## src/hdl/sled_pkg.sv

```systemverilog
`timescale 1ns / 1ps
// ----------------------------------------------------------------------------
// sled_pkg: shared types and constants of the string literal escape decoder
// Holds the decoder phase, the result status codes, the result record and
// the character codes that the escape logic looks for.
// ----------------------------------------------------------------------------
package sled_pkg;

  // decoder phase inside one literal body
  typedef enum logic [1:0] {
    PH_PLAIN = 2'd0,
    PH_ESC   = 2'd1,
    PH_OCT   = 2'd2,
    PH_HEX   = 2'd3
  } phase_e;

  // what a result beat carries
  typedef enum logic [1:0] {
    ST_BYTE     = 2'd0,
    ST_CLOSED   = 2'd1,
    ST_UNCLOSED = 2'd2,
    ST_BADHEX   = 2'd3
  } status_e;

  // one result beat
  typedef struct packed {
    logic       last;
    status_e    status;
    logic [7:0] data;
  } result_t;

  // character codes
  localparam logic [7:0] CH_NUL       = 8'h00;
  localparam logic [7:0] CH_NEWLINE   = 8'h0a;
  localparam logic [7:0] CH_QUOTE     = 8'h22;
  localparam logic [7:0] CH_BACKSLASH = 8'h5c;
  localparam logic [7:0] CH_X         = 8'h78;

  // named escapes, anything else passes through
  function automatic logic [7:0] named_escape(input logic [7:0] b);
    logic [7:0] v;
    begin
      unique case (b)
        8'h61:   v = 8'd7;   // a
        8'h62:   v = 8'd8;   // b
        8'h74:   v = 8'd9;   // t
        8'h6e:   v = 8'd10;  // n
        8'h76:   v = 8'd11;  // v
        8'h66:   v = 8'd12;  // f
        8'h72:   v = 8'd13;  // r
        8'h65:   v = 8'd27;  // e
        default: v = b;
      endcase
      return v;
    end
  endfunction

  // hex digit value, bit 4 set when the byte is a hex digit
  function automatic logic [4:0] hex_digit(input logic [7:0] b);
    logic [4:0] v;
    begin
      if (b >= 8'h30 && b <= 8'h39) begin
        v = {1'b1, 4'(b - 8'h30)};
      end else if (b >= 8'h61 && b <= 8'h66) begin
        v = {1'b1, 4'(b - 8'h57)};
      end else if (b >= 8'h41 && b <= 8'h46) begin
        v = {1'b1, 4'(b - 8'h37)};
      end else begin
        v = 5'd0;
      end
      return v;
    end
  endfunction

endpackage

```

## src/hdl/string_literal_escape_decoder.sv

```systemverilog
`timescale 1ns / 1ps
// ----------------------------------------------------------------------------
// string_literal_escape_decoder: C string literal body decoder
// Each accepted byte writes its result beats into the result queue, in order.
// Throughput: one byte per cycle while results drain; a byte that ends an
// octal or hex run with another result gives two output beats.
// Input stalls only when the four-entry result queue lacks two free slots.
// Reset clears the decode state and empties the result queue.
// ----------------------------------------------------------------------------
module string_literal_escape_decoder (
  input  logic       clk_i,
  input  logic       rst_ni,
  input  logic       s_axis_tvalid_i,
  output logic       s_axis_tready_o,
  input  logic [7:0] s_axis_tdata_i,   // [7:0] in_byte
  output logic       m_axis_tvalid_o,
  input  logic       m_axis_tready_i,
  output logic [7:0] m_axis_tdata_o,   // [7:0] out_byte
  output logic [1:0] m_axis_tuser_o,   // [1:0] status
  output logic       m_axis_tlast_o
);

  localparam int unsigned QDepth = 4;

  // decode state
  sled_pkg::phase_e phase_q, phase_d;
  logic [1:0]       ocnt_q, ocnt_d;
  logic [8:0]       val_q, val_d;
  logic             bad_q, bad_d;

  // result queue
  sled_pkg::result_t q_mem [QDepth];
  logic [1:0]        wr_ptr_q, rd_ptr_q;
  logic [2:0]        cnt_q;

  logic             in_beat, out_beat;
  logic [7:0]       b;
  logic [4:0]       hx;
  logic             is_oct;
  logic             bad_in;

  // plain body handler
  logic             p_emit, p_clear, p_esc;
  sled_pkg::status_e p_status;
  logic [7:0]       p_data;

  // pending value slot and plain slot
  logic             a_emit, use_plain;
  logic [7:0]       a_data;
  sled_pkg::status_e a_status;
  logic             b_emit;
  sled_pkg::result_t r0, r1;
  logic [1:0]       n_push;

  assign b       = s_axis_tdata_i;
  assign hx      = sled_pkg::hex_digit(b);
  assign is_oct  = (b[7:3] == 5'b00110);
  assign in_beat  = s_axis_tvalid_i & s_axis_tready_o;
  assign out_beat = m_axis_tvalid_o & m_axis_tready_i;

  // a hex escape without digits is seen by its ending byte and then latched
  assign bad_in = bad_q | ((phase_q == sled_pkg::PH_HEX) && (ocnt_q == 2'd0));

  // plain body byte
  always_comb begin
    p_emit   = 1'b0;
    p_clear  = 1'b0;
    p_esc    = 1'b0;
    p_status = sled_pkg::ST_BYTE;
    p_data   = 8'd0;
    priority if (b == sled_pkg::CH_QUOTE) begin
      p_emit   = 1'b1;
      p_clear  = 1'b1;
      p_status = bad_in ? sled_pkg::ST_BADHEX : sled_pkg::ST_CLOSED;
    end else if (b == sled_pkg::CH_NEWLINE || b == sled_pkg::CH_NUL) begin
      p_emit   = 1'b1;
      p_clear  = 1'b1;
      p_status = sled_pkg::ST_UNCLOSED;
    end else if (b == sled_pkg::CH_BACKSLASH) begin
      p_esc = 1'b1;
    end else begin
      p_emit = 1'b1;
      p_data = b;
    end
  end

  // escape decoding and next state
  always_comb begin
    phase_d   = phase_q;
    ocnt_d    = ocnt_q;
    val_d     = val_q;
    bad_d     = bad_q;
    a_emit    = 1'b0;
    a_data    = 8'd0;
    a_status  = sled_pkg::ST_BYTE;
    use_plain = 1'b0;
    unique case (phase_q)
      sled_pkg::PH_PLAIN: begin
        use_plain = 1'b1;
      end
      sled_pkg::PH_ESC: begin
        priority if (b == sled_pkg::CH_NUL) begin
          a_emit   = 1'b1;
          a_status = sled_pkg::ST_UNCLOSED;
          phase_d  = sled_pkg::PH_PLAIN;
          ocnt_d   = 2'd0;
          val_d    = 9'd0;
          bad_d    = 1'b0;
        end else if (is_oct) begin
          phase_d = sled_pkg::PH_OCT;
          val_d   = {6'd0, b[2:0]};
          ocnt_d  = 2'd1;
        end else if (b == sled_pkg::CH_X) begin
          phase_d = sled_pkg::PH_HEX;
          val_d   = 9'd0;
          ocnt_d  = 2'd0;
        end else begin
          a_emit  = 1'b1;
          a_data  = sled_pkg::named_escape(b);
          phase_d = sled_pkg::PH_PLAIN;
        end
      end
      sled_pkg::PH_OCT: begin
        if (is_oct) begin
          if (ocnt_q == 2'd2) begin
            // third digit ends the escape at once
            a_emit  = 1'b1;
            a_data  = {val_q[4:0], b[2:0]};
            phase_d = sled_pkg::PH_PLAIN;
            ocnt_d  = 2'd0;
            val_d   = 9'd0;
          end else begin
            val_d  = {val_q[5:0], b[2:0]};
            ocnt_d = ocnt_q + 2'd1;
          end
        end else begin
          a_emit    = 1'b1;
          a_data    = val_q[7:0];
          use_plain = 1'b1;
        end
      end
      sled_pkg::PH_HEX: begin
        if (hx[4]) begin
          val_d  = {1'b0, val_q[3:0], hx[3:0]};
          ocnt_d = 2'd1;
        end else begin
          a_emit    = (ocnt_q != 2'd0);
          a_data    = val_q[7:0];
          use_plain = 1'b1;
        end
      end
      default: begin
        use_plain = 1'b1;
      end
    endcase
    // state left by the plain byte handler
    if (use_plain) begin
      ocnt_d = 2'd0;
      val_d  = 9'd0;
      bad_d  = bad_in;
      if (p_clear) begin
        phase_d = sled_pkg::PH_PLAIN;
        bad_d   = 1'b0;
      end else if (p_esc) begin
        phase_d = sled_pkg::PH_ESC;
      end else begin
        phase_d = sled_pkg::PH_PLAIN;
      end
    end
  end

  // order the results of this byte
  always_comb begin
    b_emit = use_plain & p_emit;
    n_push = {1'b0, a_emit} + {1'b0, b_emit};
    r1     = '{last: 1'b1, status: p_status, data: p_data};
    if (a_emit) begin
      r0 = '{last: ~b_emit, status: a_status, data: a_data};
    end else begin
      r0 = r1;
    end
  end

  // decode state registers
  always_ff @(posedge clk_i or negedge rst_ni) begin
    if (!rst_ni) begin
      phase_q <= sled_pkg::PH_PLAIN;
      ocnt_q  <= 2'd0;
      val_q   <= 9'd0;
      bad_q   <= 1'b0;
    end else if (in_beat) begin
      phase_q <= phase_d;
      ocnt_q  <= ocnt_d;
      val_q   <= val_d;
      bad_q   <= bad_d;
    end
  end

  // result queue storage
  always_ff @(posedge clk_i) begin
    if (in_beat && (n_push != 2'd0)) begin
      q_mem[wr_ptr_q] <= r0;
      if (n_push == 2'd2) begin
        q_mem[wr_ptr_q + 2'd1] <= r1;
      end
    end
  end

  // result queue pointers
  always_ff @(posedge clk_i or negedge rst_ni) begin
    if (!rst_ni) begin
      wr_ptr_q <= 2'd0;
      rd_ptr_q <= 2'd0;
      cnt_q    <= 3'd0;
    end else begin
      if (in_beat) begin
        wr_ptr_q <= wr_ptr_q + n_push;
      end
      if (out_beat) begin
        rd_ptr_q <= rd_ptr_q + 2'd1;
      end
      cnt_q <= cnt_q + (in_beat ? {1'b0, n_push} : 3'd0) - {2'd0, out_beat};
    end
  end

  // handshake and output beat
  assign s_axis_tready_o = (cnt_q <= 3'(QDepth - 2));
  assign m_axis_tvalid_o = (cnt_q != 3'd0);
  assign m_axis_tdata_o  = q_mem[rd_ptr_q].data;
  assign m_axis_tuser_o  = q_mem[rd_ptr_q].status;
  assign m_axis_tlast_o  = q_mem[rd_ptr_q].last;

endmodule

```

## config.mk

```make
export PLATFORM = sky130hd
export DESIGN_NAME = string_literal_escape_decoder
export DESIGN_NICKNAME = d
export VERILOG_FILES = /design/src/hdl/sled_pkg.sv /design/src/hdl/string_literal_escape_decoder.sv
export SDC_FILE = /design/constraint.sdc
export NUM_CORES = 1
export LEC_CHECK = 0
export BUFFER_PORTS_ARGS = -buffer_cell sky130_fd_sc_hd__buf_2
export CORE_MARGIN = 5
export CORE_UTILIZATION = 50
export DETAILED_ROUTE_END_ITERATION = 16
export PLACE_DENSITY = 0.66
export SYNTH_ARGS = -nofsm -noshare
export SYNTH_HDL_FRONTEND = slang
export SYNTH_SLANG_ARGS = --single-unit
```

## constraint.sdc

```tcl
create_clock -name clk_i -period 5.81 [get_ports clk_i]
set_input_delay 1.162 -clock clk_i [delete_from_list [all_inputs] [get_ports clk_i]]
set_output_delay 1.162 -clock clk_i [all_outputs]
set_load 0.005 [all_outputs]
```

After elaboration in Yosys (flattened, before gate mapping)
Memories as Yosys holds them, arrays and structs flattened.
Cells that the tools add are included.
{"block": "classes", "n_addsub": 10, "magnitude_cmp": 7, "n_eq_ne": 22, "n_mux": 73, "n_bitwise": 5, "reduce_logical": 19}
{"cell": "$mux 8", "count": 16}
{"cell": "$eq 8x7->1 const B", "count": 10}
{"cell": "$pmux 8 s8", "count": 1}
{"cell": "$pmux 8 s3", "count": 2}
{"cell": "$mux 2", "count": 19}
{"cell": "$mux 1", "count": 27}
{"cell": "$ge 8x7->1 const B", "count": 2}
{"cell": "$le 8x7->1 const B", "count": 2}
{"cell": "$mux 5", "count": 3}
{"cell": "$mux 11", "count": 1}
{"cell": "$ne 3x3->1 const B", "count": 3}
{"cell": "$eq 2x2->1 const B", "count": 4}
{"cell": "$eq 8x4->1 const B", "count": 1}
{"cell": "$eq 8x6->1 const B", "count": 1}
{"cell": "$ge 8x6->1 const B", "count": 1}
{"cell": "$le 8x6->1 const B", "count": 1}
{"cell": "$logic_not 8->1", "count": 1}
{"cell": "$reduce_bool 2->1", "count": 4}
{"cell": "$sub 4x3->4 const B", "count": 2}
{"cell": "$add 2x1->2 const B", "count": 3}
{"cell": "$pmux 1 s3", "count": 2}
{"cell": "$pmux 2 s3", "count": 1}
{"cell": "$reduce_bool 3->1", "count": 2}
{"cell": "$eq 5x3->1 const B", "count": 1}
{"cell": "other kinds (19)", "count": 26}
{"block": "totals", "reg_bits": 20, "ramBits": 44, "inputBits": 12, "output_inout_bits": 13, "wordCells": 144, "mem_count": 1}
{"memory": "q_mem", "words": 4, "width": 11, "rd": 1, "rd_ports_with_merged_regs": 0, "write_ports": 2, "line_no": "string_literal_escape_decoder.sv:32", "source": "sled_pkg::result_t q_mem [QDepth];"}

Logic depth before layout (Yosys ltp)
Gate-level depths: netlist (run 1).
{"block": "depth", "depth_word": 13, "mapped_depth": 16, "depth_no_buf": 16}

Worst setup path before layout (run 1)
No wires, ideal clock.
{"block": "synth_path", "path_kind": "input to register", "start": "in s_axis_tdata_i[0]", "end": "reg cnt_q[2]", "setup_time_ns": 0.123, "arrival_ns": 4.126, "required_time_ns": 5.687, "slack_ns": 1.562, "stages": 16, "path_buffers": 1, "cell_sequence": "inv_1 -> ha_1 -> o21bai_1 -> a21oi_1 -> or4_1 -> nand2_1 -> buf_2 -> ha_1 -> nand2_1 -> ha_1 -> inv_1 -> ha_1 -> inv_1 -> fa_1 -> xor2_1 -> xnor2_1"}
{"block": "synth_between", "elab_chain_cells": 12, "word_cells_on_any_way": 33, "cone_classes": "add/sub (3); order compare (6); eq/ne (4); mux (14); bitwise (1); reduce/logical (5)"}
{"item": "start: declaration", "line_no": "string_literal_escape_decoder.sv:15", "source": "input logic [7:0] s_axis_tdata_i,"}
{"item": "$ge 8x7->1 or $le 8x7->1 (tied branches)", "line_no": "sled_pkg.sv:66", "source": "end else if (b >= 8'h41 && b <= 8'h46) begin"}
{"item": "$logic_and 1x1->1", "line_no": "sled_pkg.sv:66"}
{"item": "$mux 5", "line_no": "sled_pkg.sv:66"}
{"item": "$mux 5", "line_no": "sled_pkg.sv:64", "source": "end else if (b >= 8'h61 && b <= 8'h66) begin"}
{"item": "$mux 5", "line_no": "sled_pkg.sv:62", "source": "if (b >= 8'h30 && b <= 8'h39) begin"}
{"item": "$mux 1", "line_no": "string_literal_escape_decoder.sv:143", "source": "if (hx[4]) begin"}
{"item": "$pmux 1 s3", "line_no": "string_literal_escape_decoder.sv:97", "source": "unique case (phase_q)"}
{"item": "$and 1x1->1", "line_no": "string_literal_escape_decoder.sv:174", "source": "b_emit = use_plain & p_emit;"}
{"item": "$add 1x1->2 (*)", "line_no": "string_literal_escape_decoder.sv:175", "source": "n_push = {1'b0, a_emit} + {1'b0, b_emit};"}
{"item": "$mux 2 (*)", "line_no": "string_literal_escape_decoder.sv:222", "source": "cnt_q <= cnt_q + (in_beat ? {1'b0, n_push} : 3'd0) - {2'd0, out_beat};"}
{"item": "$add 3x2->3 (*)", "line_no": "string_literal_escape_decoder.sv:222"}
{"item": "$sub 3x1->3 (*)", "line_no": "string_literal_escape_decoder.sv:222"}
{"item": "end signal: assignment", "line_no": "string_literal_escape_decoder.sv:222"}
{"item": "end: declaration", "line_no": "string_literal_escape_decoder.sv:34", "source": "logic [2:0] cnt_q;"}
Every way passes the cells marked *; elsewhere a longest branch is shown, timed or not.
A chain may end at the register's enable or synchronous reset.

==> results of run 1 <==
per-stage QoR:
| step | utilization (%) | setup slack, ns | power, uW | cell area (um^2) | hold WS (ns) |
|---|---|---|---|---|---|
| floorplan | - | 1.56 | 1170 | 4260 | 0.435 |
| finish | 56.1 | 1.16 | 1800 | 4630 | 0.473 |
| global placement | 53.5 | 0.965 | 1370 | 4420 | 0.452 |
| CTS | 56.1 | 1.22 | 1800 | 4630 | 0.477 |
| global route | 56.1 | 0.790 | 1920 | 4630 | 0.527 |
| detailed placement | 53.5 | 0.842 | 1380 | 4420 | 0.461 |
where the power goes:
| group | internal, uW | switching, uW | total (uW) |
|---|---|---|---|
| clock | 252 | 178 | 430 |
| sequential | 577 | 99.5 | 676 |
| combinational | 299 | 393 | 693 |
path summary, 6_finish.rpt:
kind / start / slack (ns) / cells after the start / end
setup / recovery: s_axis_tdata_i[1] / 1.16 / 13 / q_mem[2][4]
hold / removal: q_mem[3][10] / 0.47 / 2 / q_mem[3][10]
setup reg to reg: phase_q[0] / 1.43 / 11 / q_mem[2][4]
hold reg to reg: q_mem[3][10] / 0.47 / 2 / q_mem[3][10]
max in group asynchronous: rst_ni / 4.75 / 1 / rd_ptr_q[1]
min in group asynchronous: rst_ni / 0.75 / 1 / val_q[5]
logic make-up after synthesis:
family	after synthesis	synth area share, %
xor+xnor	6	1.24
simple gates	150	18.8
compound gates	130	22.1
fa+ha+maj	17	5.17
mux	14	6.62
buf+inv	44	4.18
flops	64	41.9
layout by cell type, fill, tap and decap left out, drive strengths merged, types with 4 or more instances in the layout:
cell    count
o311ai      4
a32oi       6
o32ai       6
o21ai      18
dfxtp       4
and3        8
inv        22
or3         4
a21oi      13
mux4       11
o41ai       4
ha         16
clkbuf     12
or4         8
a21boi      5
buf        25
nor3        4
dfrtp      20
a21o        4
o211ai      5
nand2      48
nor3b       4
nand4       4
nand3b      4
a222oi      5
nand2b      4
edfxtp     40
nand3      17
nor2       27
o22ai      24
a22o       10
layout make-up:
type                    instances  area share (%)
clock buffers                  12            3.13
inverters                      22            1.78
multi-input cells             317            49.6
well taps                     105            2.84
flip-flops and latches         64            38.5
clock inverters                 4            1.49
repair buffers                 25            2.75
worst reg2reg max path: cells and delay by family, from the launching register on:
kind                     cells  cell delay, ns
AND/OR/NAND/NOR              4            1.41
flip-flops                   1            0.47
buffers and inverters        2            0.23
adder cells (fa/ha/maj)      2            0.79
AO/OA/AOI/OAI                3            1.12
state kept, by name (all words and copies together) (netlist names):
name      flops
phase_q       2
wr_ptr_q      2
val_q         8
bad_q         1
rd_ptr_q      2
ocnt_q        2
cnt_q         3
q_mem        44
metal layers:
layer  global-route usage [%]  share of wire, %  vias to the layer above
met5                        0                 0                        -
met2                     38.1                48                      174
met4                     9.08               2.8                        0
met1                     30.0                42                     1780
met3                     4.51               7.2                       32
li1                         -                 -                     1708
==> reports/results.txt, run 1 <==
status -> complete, no violations
ys flop type -> edfxtp_1
setup violators final -> 0
DRC -> 0
slowest cell delay on critical path -> 0.62 ns
Worst Setup Path Type -> input pin to flip-flop
gr usage total -> 23.1%
Syn Nets -> 454
Setup Buffers After CTS -> 0
Max Freq -> 215 MHz
largest net degree at the start of global routing -> 23
Critical Path Start Type -> input pin
DRT Pass-1 Iters -> 8
Slew @ Worst Pin -> 1.11 ns
Nets -> 468
Leakage -> 0.00174 uW
vias per std cell -> 6.73
MaxCap Viol Count -> 0
crit share post-route -> 80.1%
total negative slack -> 0 ns
CTS tree -> yes
Area growth syn-to-layout -> 8.88%
worst path cell trace -> buf_2 -> inv_1 -> ha_1 -> nand4bb_1 -> o211ai_1 -> a21boi_1 -> a21boi_1 -> and2_1 -> inv_1 -> ha_1 -> nor3b_1 -> nand3_1 -> nand2_1
placer congestion estimate -> 0.995
mean post-synth cell area -> 10.0 um^2
share of layout cells above drive strength 1 -> 13.1%
Crit Path Max Fanout -> 11
Die Height -> 102 um
Overflow after GRT -> 0
routed via count -> 3,694
hold-fix buffers at CTS -> 0
Worst Path Arrival -> 4.66 ns
die area -> 10,500 um^2
CP required -> 5.81 ns
clock sink count -> 64
Initial Utilization -> 51.5%
Clock Path Buffers -> 2
number of global-route vias before repair -> 3,499
post-synthesis sequential area ratio -> 41.9%
synth top area cells -> edfxtp_1 28%, dfrtp_1 12%, mux4_2 5.8%, ha_1 4.7%, nand2_1 4.2%
clk slew on worst S/H paths -> 0.06 ns
CP bufs+invs -> 3
power density over the cells -> 388 nW/um^2
Core Box Area -> 8260 um^2
drt wl/cell -> 21.0 um
endpoint class of the critical path -> flip-flop
Worst VDD drop -> 0.000155 V
ANT cells -> 0
initial antenna violation count -> 0
# rows -> 33
sequential cell area -> 1780 um^2
Final Slew Violations -> 0
Post-DP HPWL -> 8670 um
Mapped Cells -> 425
most frequent cell after synthesis -> nand2_1
Top Ports -> 25
area leader, netlist -> edfxtp_1
synth cell count leaders -> 48 x nand2_1, 40 x edfxtp_1, 27 x nor2_1, 24 x o22ai_1
synth unique cells -> 70
non-filler cells, final -> 549
Root Buffer -> clkbuf_8
clk_skew -> 0.0100 ns
post-CTS resize count -> 0
Slowest cell on crit path -> a21boi_1
RSZ-0062 raised after global routing -> false
DR iter-0 viols -> 311
Hold Fails Final Rpt -> 0
Hold Path Class -> flip-flop to flip-flop
routed wire length -> 11,500 um
number of buffers created by CTS -> 9
Final Critical Period -> 4.65 ns
post-detailed-route count of antenna-violating nets -> 0
yosys warns -> 0
first-pass GRT wire length -> 18,300 um
placed cells -> 533
worst skew pair latency -> 0.36 ns
post-synth top area share -> 28.2%
htree depth -> 3
Cell Area, Synth -> 4260 um^2
Rel. slew slack -> 26.0%
synthesized flop and latch total -> 64
share of flip-flops with an asynchronous set or reset -> 31.3%
Top delay family on crit path -> simple AND/OR/NAND/NOR gates
port bufs -> 24
area of the multi-input gates -> 2300 um^2
EDFF count, synth -> 40
die span in x -> 102 um
fillers -> 751
No activity file was read; power rests on OpenSTA's default activity.
==> inputs of run 2 (changes only) <==
clock period = 4.3 ns   (was 5.81 ns; I/O delays follow)
==> reports/results.txt, run 2 (synthesized netlist as in run 1, its figures left out) <==
first-pass GRT wire length -> 18,900 um
hold-fix buffers at CTS -> 0
DRT Pass-1 Iters -> 5
Final Slew Violations -> 0
clock sink count -> 64
Worst Path Arrival -> 4.01 ns
Die Height -> 102 um
crit share post-route -> 92.2%
total negative slack -> 0 ns
largest net degree at the start of global routing -> 21
post-CTS resize count -> 0
Initial Utilization -> 51.5%
endpoint class of the critical path -> flip-flop
Crit Path Max Fanout -> 9
placed cells -> 552
Final Critical Period -> 3.96 ns
Hold Fails Final Rpt -> 0
Area growth syn-to-layout -> 11.6%
clk slew on worst S/H paths -> 0.07 ns
Root Buffer -> clkbuf_8
Slew @ Worst Pin -> 0.805 ns
Leakage -> 0.00182 uW
# rows -> 33
routed wire length -> 11,500 um
die area -> 10,500 um^2
top flop regs -> q_mem (44), val_q (8), cnt_q (3)
gr usage total -> 23.3%
clk_skew -> 0.00900 ns
routed via count -> 3,775
MaxCap Viol Count -> 0
most frequent cells in the layout -> 48 x nand2_1, 40 x edfxtp_1, 27 x nor2_1
Max Freq -> 252 MHz
largest register by flop count -> q_mem
Setup Buffers After CTS -> 0
Post-DP HPWL -> 8720 um
max reg flops -> 44
CP required -> 4.35 ns
Clock Path Buffers -> 2
number of global-route vias before repair -> 3,648
number of buffers created by CTS -> 9
Rel. slew slack -> 46.3%
Top Ports -> 25
vias per std cell -> 6.65
setup violators final -> 0
htree depth -> 3
Core Box Area -> 8260 um^2
port bufs -> 24
power density over the cells -> 502 nW/um^2
Worst VDD drop -> 0.000203 V
Worst Setup Path Type -> input pin to flip-flop
drt wl/cell -> 20.2 um
DR iter-0 viols -> 256
worst skew pair latency -> 0.35 ns
non-filler cells, final -> 568
Nets -> 487
placer congestion estimate -> 1.00
Critical Path Start Type -> input pin
status -> complete, no violations
die span in x -> 102 um
ANT cells -> 0
commonest non-fill, non-tap cell in the layout -> nand2_1
RSZ-0062 raised after global routing -> false
initial antenna violation count -> 0
CTS tree -> yes
share of layout cells above drive strength 1 -> 17.1%
DRC -> 0
Hold Path Class -> input pin to async pin
Overflow after GRT -> 0
post-detailed-route count of antenna-violating nets -> 0
## run 2: cell types whose count changed in the layout (fill, tap and decap cells not counted), sizes merged
cell | before | now
buf | 25 | 44
clkbuf | 12 | 10
clkinvlp | 0 | 2
bufinv | 2 | 1
clkinv | 2 | 3
## run 2: path summary, 6_finish.rpt
| kind | startpoint | end | slack (ns) | cells past startpoint |
|---|---|---|---|---|
| max | s_axis_tdata_i[0] | q_mem[0][0] | 0.34 | 14 |
| min | rst_ni | val_q[3] | 0.46 | 1 |
| max reg2reg | phase_q[1] | q_mem[0][0] | 0.59 | 12 |
| min reg2reg | q_mem[0][10] | q_mem[0][10] | 0.47 | 1 |
| max in group asynchronous | rst_ni | wr_ptr_q[1] | 3.53 | 1 |
| min in group clk_i | q_mem[0][10] | q_mem[0][10] | 0.47 | 1 |
## run 2: final cells by class
class / instances / area, um^2
clock inverters: 6 / 60.1
inverters: 22 / 82.6
multi-input cells: 317 / 2300
well taps: 105 / 131
repair buffers: 44 / 270
fillers: 719 / 3510
clock buffers: 10 / 128
flip-flops and latches: 64 / 1780
## run 2: critical path, stage by stage
cell and delay [ns]:
buf_2 0.16, inv_1 0.16, ha_1 0.30, nand3_1 0.14
nor4_1 0.42, o31a_1 0.27, nand2_1 0.15, inv_2 0.16
ha_1 0.24, nor3_1 0.09, and3_1 0.21, buf_4 0.16
a21oi_1 0.46, o22ai_1 0.22
## run 2: report_power, final
| group | internal (uW) | switching (uW) |
|---|---|---|
| combinational | 430 | 544 |
| clock | 264 | 234 |
| sequential | 778 | 132 |
| total | 1470 | 910 |
## run 2: per-stage QoR
step                      hold slack (ns)  utilization (%)  worst slack (ns)  total power, uW  area, um^2
after global placement              0.453             55.2             0.198             1870        4560
final                               0.459             57.5             0.336             2380        4750
after detailed placement            0.455             55.2            0.0933             1890        4560
after global routing                0.489             57.5             0.136             2560        4750
after CTS                           0.468             57.5             0.443             2390        4750
after floorplan                     0.435                -             0.354             1580        4260
## run 2: layer usage
layer	share of wire [%]	vias to the layer above	routed length, um	track usage [%]
li1	-	1749	-	-
met1	43	1829	4990	31.0
met2	48	166	5520	37.6
met3	6.1	31	705	4.57
met4	2.4	0	280	9.38
met5	0	-	0	0
==> inputs of run 3 (changes only) <==
BUFFER_PORTS_ARGS = unset   (was -buffer_cell sky130_fd_sc_hd__buf_2)
DONT_BUFFER_PORTS = 1   (was unset)
PLACE_DENSITY = 0.63   (was 0.66)
==> reports/results.txt, run 3 (synthesized netlist as in run 1, its figures left out) <==
largest register by flop count -> q_mem
share of layout cells above drive strength 1 -> 11.3%
sequential power share -> 38.9%
ANT cells -> 0
Slowest cell on crit path -> or4_1
Clock Power Share -> 22.0%
Slew @ Worst Pin -> 0.821 ns
endpoint class of the critical path -> flip-flop
total negative slack -> 0 ns
Root Buffer -> clkbuf_8
Die Height -> 102 um
Sw Ratio -> 38.5%
Top Ports -> 25
Post-DP HPWL -> 8520 um
Leakage -> 0.00169 uW
initial antenna violation count -> 0
worst path cell trace -> ha_1 -> inv_1 -> o211a_1 -> or4_1 -> nand2_1 -> buf_4 -> ha_1 -> nand2_1 -> ha_1 -> inv_1 -> ha_1 -> inv_1 -> fa_1 -> xor2_1 -> xnor2_1
port bufs -> 0
# rows -> 33
total power -> 2330 uW
Critical Path Start Type -> flip-flop
Hold Path Class -> input pin to async pin
Pint -> 1430 uW
DR iter-0 viols -> 393
fillers -> 746
post-CTS resize count -> 0
crit share post-route -> 88.6%
hold-fix buffers at CTS -> 0
die span in x -> 102 um
NetSw -> 896 uW
first-pass GRT wire length -> 18,500 um
Clock Path Buffers -> 2
die area -> 10,500 um^2
Rel. slew slack -> 45.3%
Hold Fails Final Rpt -> 0
setup violators final -> 0
drt wl/cell -> 21.4 um
Overflow after GRT -> 0
Crit Path Max Fanout -> 10
routed wire length -> 11,500 um
vias per std cell -> 6.68
Worst VDD drop -> 0.000191 V
post-detailed-route count of antenna-violating nets -> 0
Nets -> 457
most frequent CP cell -> ha_1
CP Depth -> 15
Combinational Power Share -> 39.1%
top flop regs -> q_mem (44), val_q (8), cnt_q (3)
CP bufs+invs -> 4
routed via count -> 3,594
Area growth syn-to-layout -> 7.73%
clk_skew -> 0.0133 ns
crit path from -> phase_q[1]
Worst Setup Path Type -> flip-flop to flip-flop
status -> complete, no violations
Setup Buffers After CTS -> 0
most frequent cells in the layout -> 48 x nand2_1, 40 x edfxtp_1, 27 x nor2_1
CP required -> 4.54 ns
gr usage total -> 23.1%
Final Critical Period -> 3.81 ns
slowest cell delay on critical path -> 0.56 ns
placer congestion estimate -> 0.991
CTS tree -> yes
Top delay family on crit path -> adder cells
Initial Utilization -> 51.5%
Final Slew Violations -> 0
largest net degree at the start of global routing -> 23
max reg flops -> 44
power density over the cells -> 508 nW/um^2
Core Box Area -> 8260 um^2
clock sink count -> 64
r2r startpoint -> phase_q[1]
number of global-route vias before repair -> 3,408
Worst R2R Path Depth -> 15
RSZ-0062 raised after global routing -> false
MaxCap Viol Count -> 0
DRC -> 0
DRT Pass-1 Iters -> 8
number of buffers created by CTS -> 9
Max Freq -> 262 MHz
Non-Filler Cell Area, Final -> 4580 um^2
DP Area -> 4400 um^2
htree depth -> 3
commonest non-fill, non-tap cell in the layout -> nand2_1
Worst Path Arrival -> 4.05 ns
clk slew on worst S/H paths -> 0.08 ns
worst skew pair latency -> 0.35 ns
==> run 3: cell types whose count changed in the layout (fill, tap and decap cells not counted), sizes merged <==
cell	previous run	this run
buf	44	14
==> run 3: power groups by stage <==
stage | clock (uW) | combinational [uW] | sequential, uW
after CTS | 515 | 908 | 907
after floorplan | 0 | 734 | 845
final | 512 | 911 | 905
after global placement | 0 | 891 | 917
after global routing | 547 | 1010 | 925
after detailed placement | 0 | 901 | 919
==> run 3: per-stage QoR <==
stage	hold WS (ns)	cells	utilization, %	setup slack [ns]
finish	0.192	538	55.5	0.490
global route	0.176	538	55.5	0.290
CTS	0.187	538	55.5	0.515
detailed placement	0.458	522	53.2	0.245
global placement	0.455	522	53.2	0.361
floorplan	0.435	425	-	0.354
==> run 3: worst paths after layout <==
kind | endpoint | slack, ns
setup / recovery | cnt_q[2] | 0.49
hold / removal | phase_q[1] | 0.19
setup reg to reg | cnt_q[2] | 0.49
hold reg to reg | q_mem[3][10] | 0.47
max in group asynchronous | rd_ptr_q[1] | 4.03
min in group clk_i | q_mem[3][10] | 0.47
==> run 3: layer usage <==
metal | GRT usage (%) | share of wire (%) | vias up | wire length, um
met1 | 30.6 | 43 | 1700 | 4980
met2 | 36.9 | 47 | 166 | 5410
met3 | 5.39 | 6.5 | 35 | 748
met4 | 8.88 | 3.2 | 0 | 366
li1 | - | - | 1693 | -
met5 | 0 | 0 | - | 0
==> run 3: final cells by class <==
class	instances	area (um^2)	share of cell area (%)
multi-input combinational	317	2300	50.1
sequential	64	1780	38.9
tap	105	131	2.87
clock buffer	10	128	2.78
timing repair buffer	14	105	2.29
inverter	22	82.6	1.80
clock inverter	6	60.1	1.31
